==> src/hw/rtl/lfp_pkg.sv <==
// shared types and constants for the lidar frame parser
`default_nettype none

package lfp_pkg;

    localparam logic [7:0] HEADER_BYTE = 8'h59;

    localparam logic [1:0] ST_OK       = 2'd0;
    localparam logic [1:0] ST_HEADER   = 2'd1;
    localparam logic [1:0] ST_CHECKSUM = 2'd2;
    localparam logic [1:0] ST_NO_DATA  = 2'd3;

    localparam logic       ACT_BYTE    = 1'b0;
    localparam logic       ACT_TIMEOUT = 1'b1;

    localparam logic       CFG_MAX_SKIP = 1'b0;
    localparam logic       CFG_MAX_FAIL = 1'b1;

    localparam int RES_BITS   = 51;
    localparam int OUT_TDATA_W = 56;

    typedef struct packed {
        logic        retry_limit_hit;
        logic [15:0] temperature;
        logic [15:0] strength;
        logic [15:0] distance;
        logic [1:0]  status;
    } t_result;

endpackage

`default_nettype wire

==> src/hw/rtl/lfp_frame_core.sv <==
// header hunt, field capture, checksum and failure counting, one byte per cycle while i_accept is high
`default_nettype none

module lfp_frame_core
    import lfp_pkg::*;
(
    input  wire logic       i_clk,
    input  wire logic       i_rst_n,
    input  wire logic       i_accept,
    input  wire logic       i_action,
    input  wire logic [7:0] i_rx_byte,
    input  wire logic [7:0] i_max_skip,
    input  wire logic [7:0] i_max_fail,
    output logic            o_res_valid,
    output t_result         o_result
);

    logic [7:0]  r_prev_byte, n_prev_byte;
    logic        r_in_frame, n_in_frame;
    logic [3:0]  r_byte_pos, n_byte_pos;
    logic [7:0]  r_sum, n_sum;
    logic [8:0]  r_skip_cnt, n_skip_cnt;
    logic [47:0] r_fields, n_fields;
    logic [8:0]  r_fail_cnt, n_fail_cnt;

    logic        finish;
    logic [1:0]  fin_status;
    logic [8:0]  skip_inc;
    logic [8:0]  fail_inc;

    always_comb begin
        n_prev_byte = r_prev_byte;
        n_in_frame  = r_in_frame;
        n_byte_pos  = r_byte_pos;
        n_sum       = r_sum;
        n_skip_cnt  = r_skip_cnt;
        n_fields    = r_fields;
        n_fail_cnt  = r_fail_cnt;
        finish      = 1'b0;
        fin_status  = ST_OK;
        skip_inc    = r_skip_cnt + 9'd1;
        fail_inc    = r_fail_cnt + 9'd1;
        o_result    = '0;

        if (i_accept) begin
            if (i_action == ACT_TIMEOUT) begin
                finish     = 1'b1;
                fin_status = ST_NO_DATA;
            end else if (!r_in_frame) begin
                if (r_prev_byte == HEADER_BYTE && i_rx_byte == HEADER_BYTE) begin
                    n_in_frame = 1'b1;
                    n_byte_pos = 4'd2;
                    n_sum      = HEADER_BYTE + HEADER_BYTE;
                end else begin
                    n_prev_byte = i_rx_byte;
                    n_skip_cnt  = skip_inc;
                    if (skip_inc > {1'b0, i_max_skip}) begin
                        finish     = 1'b1;
                        fin_status = ST_HEADER;
                    end
                end
            end else if (r_byte_pos <= 4'd7) begin
                case (r_byte_pos)
                    4'd2:    n_fields[7:0]   = i_rx_byte;
                    4'd3:    n_fields[15:8]  = i_rx_byte;
                    4'd4:    n_fields[23:16] = i_rx_byte;
                    4'd5:    n_fields[31:24] = i_rx_byte;
                    4'd6:    n_fields[39:32] = i_rx_byte;
                    4'd7:    n_fields[47:40] = i_rx_byte;
                    default: n_fields        = r_fields;
                endcase
                n_sum      = r_sum + i_rx_byte;
                n_byte_pos = r_byte_pos + 4'd1;
            end else begin
                finish     = 1'b1;
                fin_status = (r_sum == i_rx_byte) ? ST_OK : ST_CHECKSUM;
            end
        end

        if (finish) begin
            o_result.status = fin_status;
            if (fin_status == ST_OK) begin
                n_fail_cnt           = '0;
                o_result.distance    = r_fields[15:0];
                o_result.strength    = r_fields[31:16];
                o_result.temperature = r_fields[47:32];
            end else if (fail_inc > {1'b0, i_max_fail}) begin
                n_fail_cnt               = '0;
                o_result.retry_limit_hit = 1'b1;
            end else begin
                n_fail_cnt = fail_inc;
            end
            n_prev_byte = '0;
            n_in_frame  = 1'b0;
            n_byte_pos  = '0;
            n_sum       = '0;
            n_skip_cnt  = '0;
        end
    end

    assign o_res_valid = finish;

    always_ff @(posedge i_clk) begin
        if (!i_rst_n) begin
            r_prev_byte <= '0;
            r_in_frame  <= 1'b0;
            r_byte_pos  <= '0;
            r_sum       <= '0;
            r_skip_cnt  <= '0;
            r_fail_cnt  <= '0;
        end else begin
            r_prev_byte <= n_prev_byte;
            r_in_frame  <= n_in_frame;
            r_byte_pos  <= n_byte_pos;
            r_sum       <= n_sum;
            r_skip_cnt  <= n_skip_cnt;
            r_fail_cnt  <= n_fail_cnt;
        end
    end

    always_ff @(posedge i_clk) begin
        r_fields <= n_fields;
    end

    a_ok_no_flag: assert property (@(posedge i_clk) disable iff (!i_rst_n)
        (o_res_valid && o_result.status == ST_OK) |-> !o_result.retry_limit_hit)
        else $error("retry limit flag raised on a good frame");

    a_pos_range: assert property (@(posedge i_clk) disable iff (!i_rst_n)
        r_in_frame |-> (r_byte_pos >= 4'd2 && r_byte_pos <= 4'd8))
        else $error("byte position out of frame range");

    a_restart: assert property (@(posedge i_clk) disable iff (!i_rst_n)
        o_res_valid |=> (!r_in_frame && r_skip_cnt == 9'd0 && r_prev_byte == 8'd0))
        else $error("hunt not restarted after a result");

    a_hunt_clear: assert property (@(posedge i_clk) disable iff (!i_rst_n)
        !r_in_frame |-> r_byte_pos == 4'd0)
        else $error("byte position set while hunting");

endmodule

`default_nettype wire

==> src/hw/rtl/lfp_out_skid.sv <==
// result register with one skid entry
`default_nettype none

module lfp_out_skid
    import lfp_pkg::*;
(
    input  wire logic    i_clk,
    input  wire logic    i_rst_n,
    input  wire logic    i_push,
    input  wire t_result i_data,
    output logic         o_space,
    output logic         o_valid,
    input  wire logic    i_ready,
    output t_result      o_data
);

    logic    r_main_valid, n_main_valid;
    logic    r_skid_valid, n_skid_valid;
    t_result r_main, n_main;
    t_result r_skid, n_skid;
    logic    pop;

    assign pop = r_main_valid && i_ready;

    always_comb begin
        n_main_valid = r_main_valid;
        n_skid_valid = r_skid_valid;
        n_main       = r_main;
        n_skid       = r_skid;
        if (!r_main_valid || pop) begin
            if (r_skid_valid) begin
                n_main       = r_skid;
                n_main_valid = 1'b1;
                n_skid_valid = 1'b0;
            end else begin
                n_main       = i_data;
                n_main_valid = i_push;
            end
        end else if (i_push) begin
            n_skid       = i_data;
            n_skid_valid = 1'b1;
        end
    end

    always_ff @(posedge i_clk) begin
        if (!i_rst_n) begin
            r_main_valid <= 1'b0;
            r_skid_valid <= 1'b0;
        end else begin
            r_main_valid <= n_main_valid;
            r_skid_valid <= n_skid_valid;
        end
    end

    always_ff @(posedge i_clk) begin
        r_main <= n_main;
        r_skid <= n_skid;
    end

    assign o_space = !r_skid_valid;
    assign o_valid = r_main_valid;
    assign o_data  = r_main;

    a_skid_behind_main: assert property (@(posedge i_clk) disable iff (!i_rst_n)
        r_skid_valid |-> r_main_valid)
        else $error("skid entry held with empty result register");

    a_no_push_when_full: assert property (@(posedge i_clk) disable iff (!i_rst_n)
        r_skid_valid |-> !i_push)
        else $error("result pushed while skid entry full");

endmodule

`default_nettype wire

==> src/hw/rtl/lidar_frame_parser.sv <==
// top level of the nine-byte lidar frame parser
//
// channel  dir  handshake                 payload
// s        in   i_s_tvalid / o_s_tready   tdata: rx_byte; tuser: action
// m        out  o_m_tvalid / i_m_tready   tdata: status, distance, strength,
//                                         temperature, retry_limit_hit
// cfg      in   i_cfg_we                  i_cfg_index, i_cfg_wdata
//
// one transfer per cycle while o_s_tready is high; a result is registered, in the result
// register or else the skid entry, from the byte or timeout that ends the attempt
// a one-entry skid behind the result register keeps o_s_tready registered
// o_s_tready drops only while both result entries are full
// synchronous active-low reset clears hunt state, counters and the result path
`default_nettype none

module lidar_frame_parser
    import lfp_pkg::*;
(
    input  wire logic                   i_clk,
    input  wire logic                   i_rst_n,
    input  wire logic                   i_s_tvalid,
    output logic                        o_s_tready,
    input  wire logic [7:0]             i_s_tdata,   // [7:0] rx_byte
    input  wire logic                   i_s_tuser,   // [0] action
    output logic                        o_m_tvalid,
    input  wire logic                   i_m_tready,
    output logic [OUT_TDATA_W-1:0]      o_m_tdata,   // [1:0] status, [17:2] distance,
                                                     // [33:18] strength,
                                                     // [49:34] temperature,
                                                     // [50] retry_limit_hit
    input  wire logic                   i_cfg_we,
    input  wire logic                   i_cfg_index,
    input  wire logic [7:0]             i_cfg_wdata
);

    logic [7:0] r_max_skip;
    logic [7:0] r_max_fail;
    logic       accept;
    logic       res_valid;
    t_result    result;
    t_result    out_data;

    always_ff @(posedge i_clk) begin
        if (!i_rst_n) begin
            r_max_skip <= 8'd20;
            r_max_fail <= 8'd10;
        end else if (i_cfg_we) begin
            case (i_cfg_index)
                CFG_MAX_SKIP: r_max_skip <= i_cfg_wdata;
                CFG_MAX_FAIL: r_max_fail <= i_cfg_wdata;
                default:      r_max_skip <= r_max_skip;
            endcase
        end
    end

    assign accept = i_s_tvalid && o_s_tready;

    lfp_frame_core u_core (
        .i_clk       (i_clk),
        .i_rst_n     (i_rst_n),
        .i_accept    (accept),
        .i_action    (i_s_tuser),
        .i_rx_byte   (i_s_tdata),
        .i_max_skip  (r_max_skip),
        .i_max_fail  (r_max_fail),
        .o_res_valid (res_valid),
        .o_result    (result)
    );

    lfp_out_skid u_out (
        .i_clk   (i_clk),
        .i_rst_n (i_rst_n),
        .i_push  (res_valid),
        .i_data  (result),
        .o_space (o_s_tready),
        .o_valid (o_m_tvalid),
        .i_ready (i_m_tready),
        .o_data  (out_data)
    );

    assign o_m_tdata = {{(OUT_TDATA_W - RES_BITS){1'b0}}, out_data};

endmodule

`default_nettype wire

==> config.mk <==
export PLATFORM = sky130hd
export DESIGN_NAME = lidar_frame_parser
export DESIGN_NICKNAME = d
export VERILOG_FILES = /design/src/hw/rtl/lfp_pkg.sv /design/src/hw/rtl/lfp_frame_core.sv /design/src/hw/rtl/lfp_out_skid.sv /design/src/hw/rtl/lidar_frame_parser.sv
export SDC_FILE = /design/constraint.sdc
export NUM_CORES = 1
export LEC_CHECK = 0
export BUFFER_PORTS_ARGS = -buffer_cell sky130_fd_sc_hd__buf_2
export CAP_MARGIN = 25
export CORE_MARGIN = 8
export CORE_UTILIZATION = 42
export CTS_CLUSTER_SIZE = 12
export DETAILED_ROUTE_END_ITERATION = 8
export SLEW_MARGIN = 20
export SYNTH_ARGS = -nofsm -noshare
export SYNTH_HDL_FRONTEND = slang
export SYNTH_SLANG_ARGS = --single-unit
==> constraint.sdc <==
create_clock -name i_clk -period 5.15 [get_ports i_clk]
set_clock_uncertainty 0.05 [all_clocks]
set_input_delay 0.2575 -clock i_clk [delete_from_list [all_inputs] [get_ports i_clk]]
set_output_delay 0.2575 -clock i_clk [all_outputs]
set_load 0.03 [all_outputs]
==> flow_metrics.env, run 1 <==
export IMPL_status="completed"
export IMPL_fin_cells=1065
export IMPL_portBuffers=75
export IMPL_cts_resized=0
export IMPL_switchingPower_mw=0.769
export IMPL_worstMarginPinSlew_ns=0.839
export IMPL_routabilityCongestion=0.818
export IMPL_synth_distinct_cells=62
export IMPL_ant_nets=0
export IMPL_finalMaxSlewViolations=0
export IMPL_period_needed_ns=3.57
export IMPL_dp_cells=1016
export IMPL_crit_required_ns=5.28
export IMPL_via_count=5519
export IMPL_grt_max_degree=57
export IMPL_p_leak_nw=3.95
export IMPL_r2r_slack_ns=1.58
export IMPL_min_delay_start="i_m_tready"
export IMPL_std_cell_rows=53
export IMPL_initial_core_util_pct=42.2
export IMPL_cts_tree="done"
export IMPL_core_area_um2=20800
export IMPL_max_stage_delay_ns=0.52
export IMPL_critPathSlowestCell="nor2_4"
export IMPL_routed_wl_um=17900
export IMPL_grt_overflow=0
export IMPL_synthFlopType="edfxtp_1"
export IMPL_synth_edf_count=150
export IMPL_holdPathStages=3
export IMPL_clkPwrFrac_pct=40.7
export IMPL_min_to="u_out.r_skid_valid"
export IMPL_startpoint_type="register"
export IMPL_antennaDiodeCount=0
export IMPL_fmax_mhz=280
export IMPL_crit_chain="ha_1 -> nand3_1 -> nor2_1 -> xor2_1 -> ha_1 -> nand4_1 -> or2_2 -> o211ai_2 -> a21oi_2 -> o21ai_0 -> nor2_4 -> buf_12"
export IMPL_setup_tns_ns=0
export IMPL_nFillCells=1799
export IMPL_end_kind="register"
export IMPL_drt_pass1_iterations=4
export IMPL_setup_viol=0
export IMPL_dpl_hpwl_um=12000
export IMPL_layout_commonest_cell="edfxtp_1"
export IMPL_cp_max_fo=33
export IMPL_cts_sinks=207
export IMPL_path_clk_slew_ns=0.06
export IMPL_syn2layout_area_growth_pct=15.7
export IMPL_nets=827
export IMPL_cts_root_buf="clkbuf_16"
export IMPL_p_int_mw=2.71
export IMPL_die_area_um2=25800
export IMPL_grtUsageTotal_pct=13.7
export IMPL_route_detailed_drc=0
export IMPL_synthArstFlopShare_pct=0
export IMPL_arrival_ns=3.70
export IMPL_yosys_register_bits=207
export IMPL_fin_crit_sh_pct=69.4
export IMPL_rr_startpoint="u_core.r_skip_cnt[0]"
export IMPL_hold_ws_ns=0.0380
export IMPL_layout_common_cells="150 x edfxtp_1, 75 x buf_2, 66 x nand2_1"
export IMPL_die_x_um=160
export IMPL_synth_cell_area_um2=8770
export IMPL_p_sw_share_pct=22.1
export IMPL_fin_area_um2=10100
export IMPL_cts_max_level=1
export IMPL_wl_per_cell_um=16.8
export IMPL_cap_violations=0
export IMPL_grt_pass1_vias=5615
export IMPL_grt_pass1_wl_um=28900
export IMPL_hold_viol_final=0
export IMPL_drtIter0Drc=317
export IMPL_syn_avg_cell_area_um2=12.7
export IMPL_numCtsBuffers=22
export IMPL_post_route_cells_drive_above_1_share_pct=16.2
export IMPL_rsz0062_at_grt="no"
export IMPL_ctsLongestPathBuffers=3
export IMPL_yosysSeqAreaShare_pct=64.4
export IMPL_crit_top_cell="ha_1"
export IMPL_antenna_found_initial=0
export IMPL_synthCells=690
export IMPL_clock_latency_ns=0.50
export IMPL_post_drt_via_cell_ratio=5.18
export IMPL_ys_warn_count=0
export IMPL_seq_power_share_pct=52.7
export IMPL_r2r_end="u_out.r_skid[1]"
export IMPL_rr_worst_depth=12
export IMPL_path_class="register to register"
export IMPL_ioPinCount=81
export IMPL_p_comb_share_pct=6.5
export IMPL_placed_area_um2=9400
export IMPL_slew_limit_headroom_pct=42.6
export IMPL_hold_class="input port to register"
export IMPL_die_y_um=160
export IMPL_ir_drop_mv=0.169
export IMPL_powerDensity_nw_per_um2=343
export IMPL_post_cts_buffers=0
routing by layer:
metal	up-vias	track usage, %	part of all wire, %
li1	2695	-	-
met1	2684	16.8	43
met4	0	4.46	1.7
met3	25	2.94	5.6
met5	-	0	0
met2	115	23.5	49
flip-flops by register name, summed over array words and instances (netlist names):
signal	cells
r_max_skip	8
u_core.r_sum	8
u_core.r_fields	48
u_core.r_prev_byte	8
u_core.r_skip_cnt	9
r_max_fail	8
u_out.r_skid_valid	1
u_core.r_fail_cnt	9
u_out.o_data	51
u_core.r_byte_pos	4
u_core.r_in_frame	1
u_out.o_valid	1
u_out.r_skid	51
critical path: cells and delay by family, from the launching register on:
| kind | cells | cell delay (ns) |
|---|---|---|
| simple gates | 5 | 1.19 |
| xor+xnor | 1 | 0.17 |
| fa+ha+maj | 2 | 0.51 |
| flops | 1 | 0.40 |
| buf+inv | 1 | 0.28 |
| compound gates | 3 | 0.63 |
power groups by stage:
stage | clock network, mW | logic, mW | registers (mW)
floorplan | 0 | 0.105 | 1.92
global placement | 0 | 0.221 | 1.87
detailed placement | 0 | 0.224 | 1.87
CTS | 1.46 | 0.230 | 1.83
global route | 1.52 | 0.248 | 1.84
finish | 1.42 | 0.227 | 1.83
kinds of logic after synthesis:
group / synth area share, %
XOR/XNOR: 2.50
adder cells (fa/ha/maj): 4.37
buffers and inverters: 3.35
AO/OA/AOI/OAI: 12.6
AND/OR/NAND/NOR: 12.8
other: 0.0428
flip-flops: 64.4
stage by stage:
step | power [mW] | worst slack [ns] | utilization, %
final | 3.48 | 1.58 | 48.9
after floorplan | 2.02 | 0.470 | -
after global routing | 3.61 | 1.23 | 48.9
after CTS | 3.53 | 1.53 | 48.8
after detailed placement | 2.09 | 1.54 | 45.3
after global placement | 2.09 | 1.68 | 45.3
cells in the mapped netlist, drive strengths merged (2+ instances only):
master | instances | area (µm²)
inv | 26 | 97.6
o211ai | 9 | 72.6
nor3 | 9 | 50.1
a41oi | 4 | 42.6
o21ai | 26 | 134
edfxtp | 150 | 4500
buf | 20 | 130
o22ai | 4 | 25.0
and3 | 5 | 31.3
or2 | 2 | 12.5
a2111oi | 2 | 23.8
dfxtp | 57 | 1140
a22o | 48 | 420
a211oi | 3 | 22.5
a22oi | 2 | 15.0
nor2 | 34 | 130
and2 | 51 | 319
nand3b | 2 | 15.0
nand2b | 6 | 37.5
nor2b | 6 | 37.5
xor2 | 12 | 105
nand4b | 2 | 17.5
nand3 | 15 | 75.1
nand4 | 6 | 37.5
xnor2 | 13 | 114
nor3b | 2 | 15.0
a31oi | 3 | 18.8
clkbuf | 17 | 66.3
nor4b | 3 | 32.5
nand2 | 66 | 248
a21boi | 13 | 97.6
nor4 | 3 | 33.8
ha | 29 | 363
a21o | 3 | 22.5
a21oi | 22 | 118
o21a | 3 | 22.5
worst max-delay path by stage:
stage	startpoint	endpoint	slack (ns)
after floorplan	u_core.r_skip_cnt[0]	u_out.r_skid[0]	0.47
after global placement	u_core.r_skip_cnt[0]	u_out.r_skid[44]	1.68
after detailed placement	u_core.r_skip_cnt[0]	u_out.r_skid[49]	1.54
after CTS	u_core.r_skip_cnt[0]	u_out.r_skid[0]	1.53
after global routing	u_core.r_skip_cnt[0]	u_out.r_skid[0]	1.23
final	u_core.r_skip_cnt[0]	u_out.r_skid[1]	1.58
final cells by class:
cell class	instances	area, µm²	share of cell area [%]
Sequential cell	207	5650	55.7
Multi-Input combinational cell	424	2860	28.2
Clock buffer	33	612	6.03
Timing Repair Buffer	93	541	5.33
Tap cell	275	344	3.39
Inverter	26	97.6	0.962
Clock inverter	7	41.3	0.407
repair_timing:
action | in CTS | in global routing
hold buffers | 8 | 0
hold endpoints to repair | 15 | 0
setup endpoints to repair | 0 | 0
(Power assumes the default switching activity.)
==> run 2, diff against run 1 <==
- clock period: 5.15 -> 3 ns (I/O delays scaled with it)
==> flow_metrics.env, run 2 (same netlist as run 1, synthesis figures left out) <==
export IMPL_cp_max_fo=7
export IMPL_powerDensity_nw_per_um2=565
export IMPL_fin_crit_sh_pct=98.5
export IMPL_cts_sinks=207
export IMPL_period_needed_ns=2.96
export IMPL_max_stage_delay_ns=0.36
export IMPL_routabilityCongestion=0.791
export IMPL_fmax_mhz=338
export IMPL_end_kind="register"
export IMPL_core_area_um2=20800
export IMPL_wl_met1_um=8150
export IMPL_post_route_cells_drive_above_1_share_pct=22.3
export IMPL_hold_viol_final=0
export IMPL_cap_violations=0
export IMPL_holdPathStages=1
export IMPL_via_count=5702
export IMPL_antennaDiodeCount=0
export IMPL_initial_core_util_pct=42.2
export IMPL_die_area_um2=25800
export IMPL_ioPinCount=81
export IMPL_cts_tree="done"
export IMPL_setup_viol=0
export IMPL_fin_area_um2=10800
export IMPL_grt_max_degree=56
export IMPL_std_cell_rows=53
export IMPL_die_x_um=160
export IMPL_layout_common_cells="150 x edfxtp_1, 75 x buf_2, 66 x nand2_1"
export IMPL_numCtsBuffers=22
export IMPL_grt_pass1_wl_um=30300
export IMPL_wl_met2_um=9870
export IMPL_cts_root_buf="clkbuf_16"
export IMPL_multiInputGateArea_um2=3010
export IMPL_p_total_mw=6.09
export IMPL_hold_class="input port to register"
export IMPL_route_detailed_drc=0
export IMPL_rr_worst_depth=14
export IMPL_crit_required_ns=3.31
export IMPL_routed_wl_um=19400
export IMPL_nets=865
export IMPL_ant_nets=0
export IMPL_drtIter0Drc=348
export IMPL_crit_chain="ha_4 -> nand3_4 -> nor2_4 -> xor2_1 -> ha_1 -> a2111oi_4 -> o21ai_1 -> o211ai_2 -> buf_6 -> a21oi_4 -> nor4_4 -> buf_6 -> clkbuf_16 -> and2_4"
export IMPL_finalMaxSlewViolations=0
export IMPL_p_leak_nw=4.23
export IMPL_path_clk_slew_ns=0.06
export IMPL_path_buf_inv=3
export IMPL_die_y_um=160
export IMPL_grt_pass1_vias=5846
export IMPL_rsz0062_at_grt="yes"
export IMPL_portBuffers=75
export IMPL_status="completed"
export IMPL_ir_drop_mv=0.322
export IMPL_arrival_ns=3.26
export IMPL_worstMarginPinSlew_ns=0.824
export IMPL_cp_startpoint="u_core.r_skip_cnt[1]"
export IMPL_antenna_found_initial=0
export IMPL_crit_top_cell="buf_6"
export IMPL_dpl_hpwl_um=12500
export IMPL_cts_max_level=1
export IMPL_startpoint_type="register"
export IMPL_cp_depth=14
export IMPL_layout_commonest_cell="edfxtp_1"
export IMPL_routed_top_layer="met4"
export IMPL_clock_latency_ns=0.50
export IMPL_critPathSlowestCell="dfxtp_4"
export IMPL_hold_ws_ns=0.0234
export IMPL_grt_overflow=0
export IMPL_path_class="register to register"
export IMPL_endpoint="u_out.r_skid[2]"
export IMPL_critPathTopFamily="compound AO/OA/AOI/OAI gates"
export IMPL_placed_area_um2=9620
export IMPL_ctsLongestPathBuffers=3
export IMPL_final_util_pct=51.9
export IMPL_post_drt_via_cell_ratio=5.17
export IMPL_syn2layout_area_growth_pct=22.9
export IMPL_route_met3_wl_um=1070
export IMPL_rr_startpoint="u_core.r_skip_cnt[1]"
export IMPL_grtUsageTotal_pct=14.4
export IMPL_r2r_end="u_out.r_skid[2]"
export IMPL_slew_limit_headroom_pct=43.6
export IMPL_drt_pass1_iterations=5
export IMPL_nFillCells=1783
export IMPL_r2r_slack_ns=0.04
export IMPL_seq_area_um2=5660
export IMPL_wl_per_cell_um=17.6
[run 2: cell count changes in the layout (fill, tap and decap cells not counted), sizes merged]
cell / change
buf: +27
bufbuf: +1
clkbuf: +4
clkinv: -2
dlygate4sd3: +8
[run 2: layer usage]
layer / vias up / GRT usage [%]
met3: 27 / 2.69
met1: 2766 / 17.6
met2: 135 / 25.3
met4: 0 / 4.25
met5: - / 0
li1: 2774 / -
[run 2: how the worst min path moves through the flow]
stage | slack, ns | endpoint | from
2_1_floorplan | 0.20 | u_core.r_fields[0] | i_s_tdata[0]
3_5_place_dp | 0.37 | r_max_fail[1] | i_cfg_wdata[1]
5_1_grt | 0.002 | u_core.r_fields[13] | i_s_tdata[5]
4_1_cts | 0.001 | u_core.r_fields[22] | i_s_tdata[6]
3_3_place_gp | 0.35 | r_max_fail[3] | i_cfg_wdata[3]
6_report | 0.02 | u_core.r_fields[13] | i_s_tdata[5]
[run 2: power by group]
group          internal (mW)  switching, mW  leakage (nW)  total, mW
clock network           1.46           1.04         0.331       2.50
registers               3.12         0.0253          2.02       3.15
logic                  0.155          0.289          1.87      0.444
total                   4.74           1.35          4.23       6.09
[run 2: repair_timing]
action                                 in CTS  in global routing
hold buffers                               15                  1
endpoints found under the hold margin      42                  1
gates cloned                                2                  3
setup endpoints to repair                 115                131
gates resized for setup                     8                 32
setup buffers                               3                  3
pin swaps                                   4                 22
[run 2: layout make-up]
cell class / count / area share (%)
well taps: 275 / 3.19
clock buffers: 35 / 5.94
inverters: 26 / 0.906
multi-input cells: 424 / 27.9
repair buffers: 131 / 9.19
flip-flops and latches: 207 / 52.5
clock inverters: 5 / 0.325
[run 2: stage by stage]
stage	TNS (ns)	cells	setup WS, ns
2_1_floorplan	-37.06	694	-0.727
3_3_place_gp	-0.121	1037	-0.00674
3_5_place_dp	-7.66	1037	-0.0966
4_1_cts	0	1097	0.00658
5_1_grt	-4.09	1103	-0.0839
6_report	0	1103	0.0438
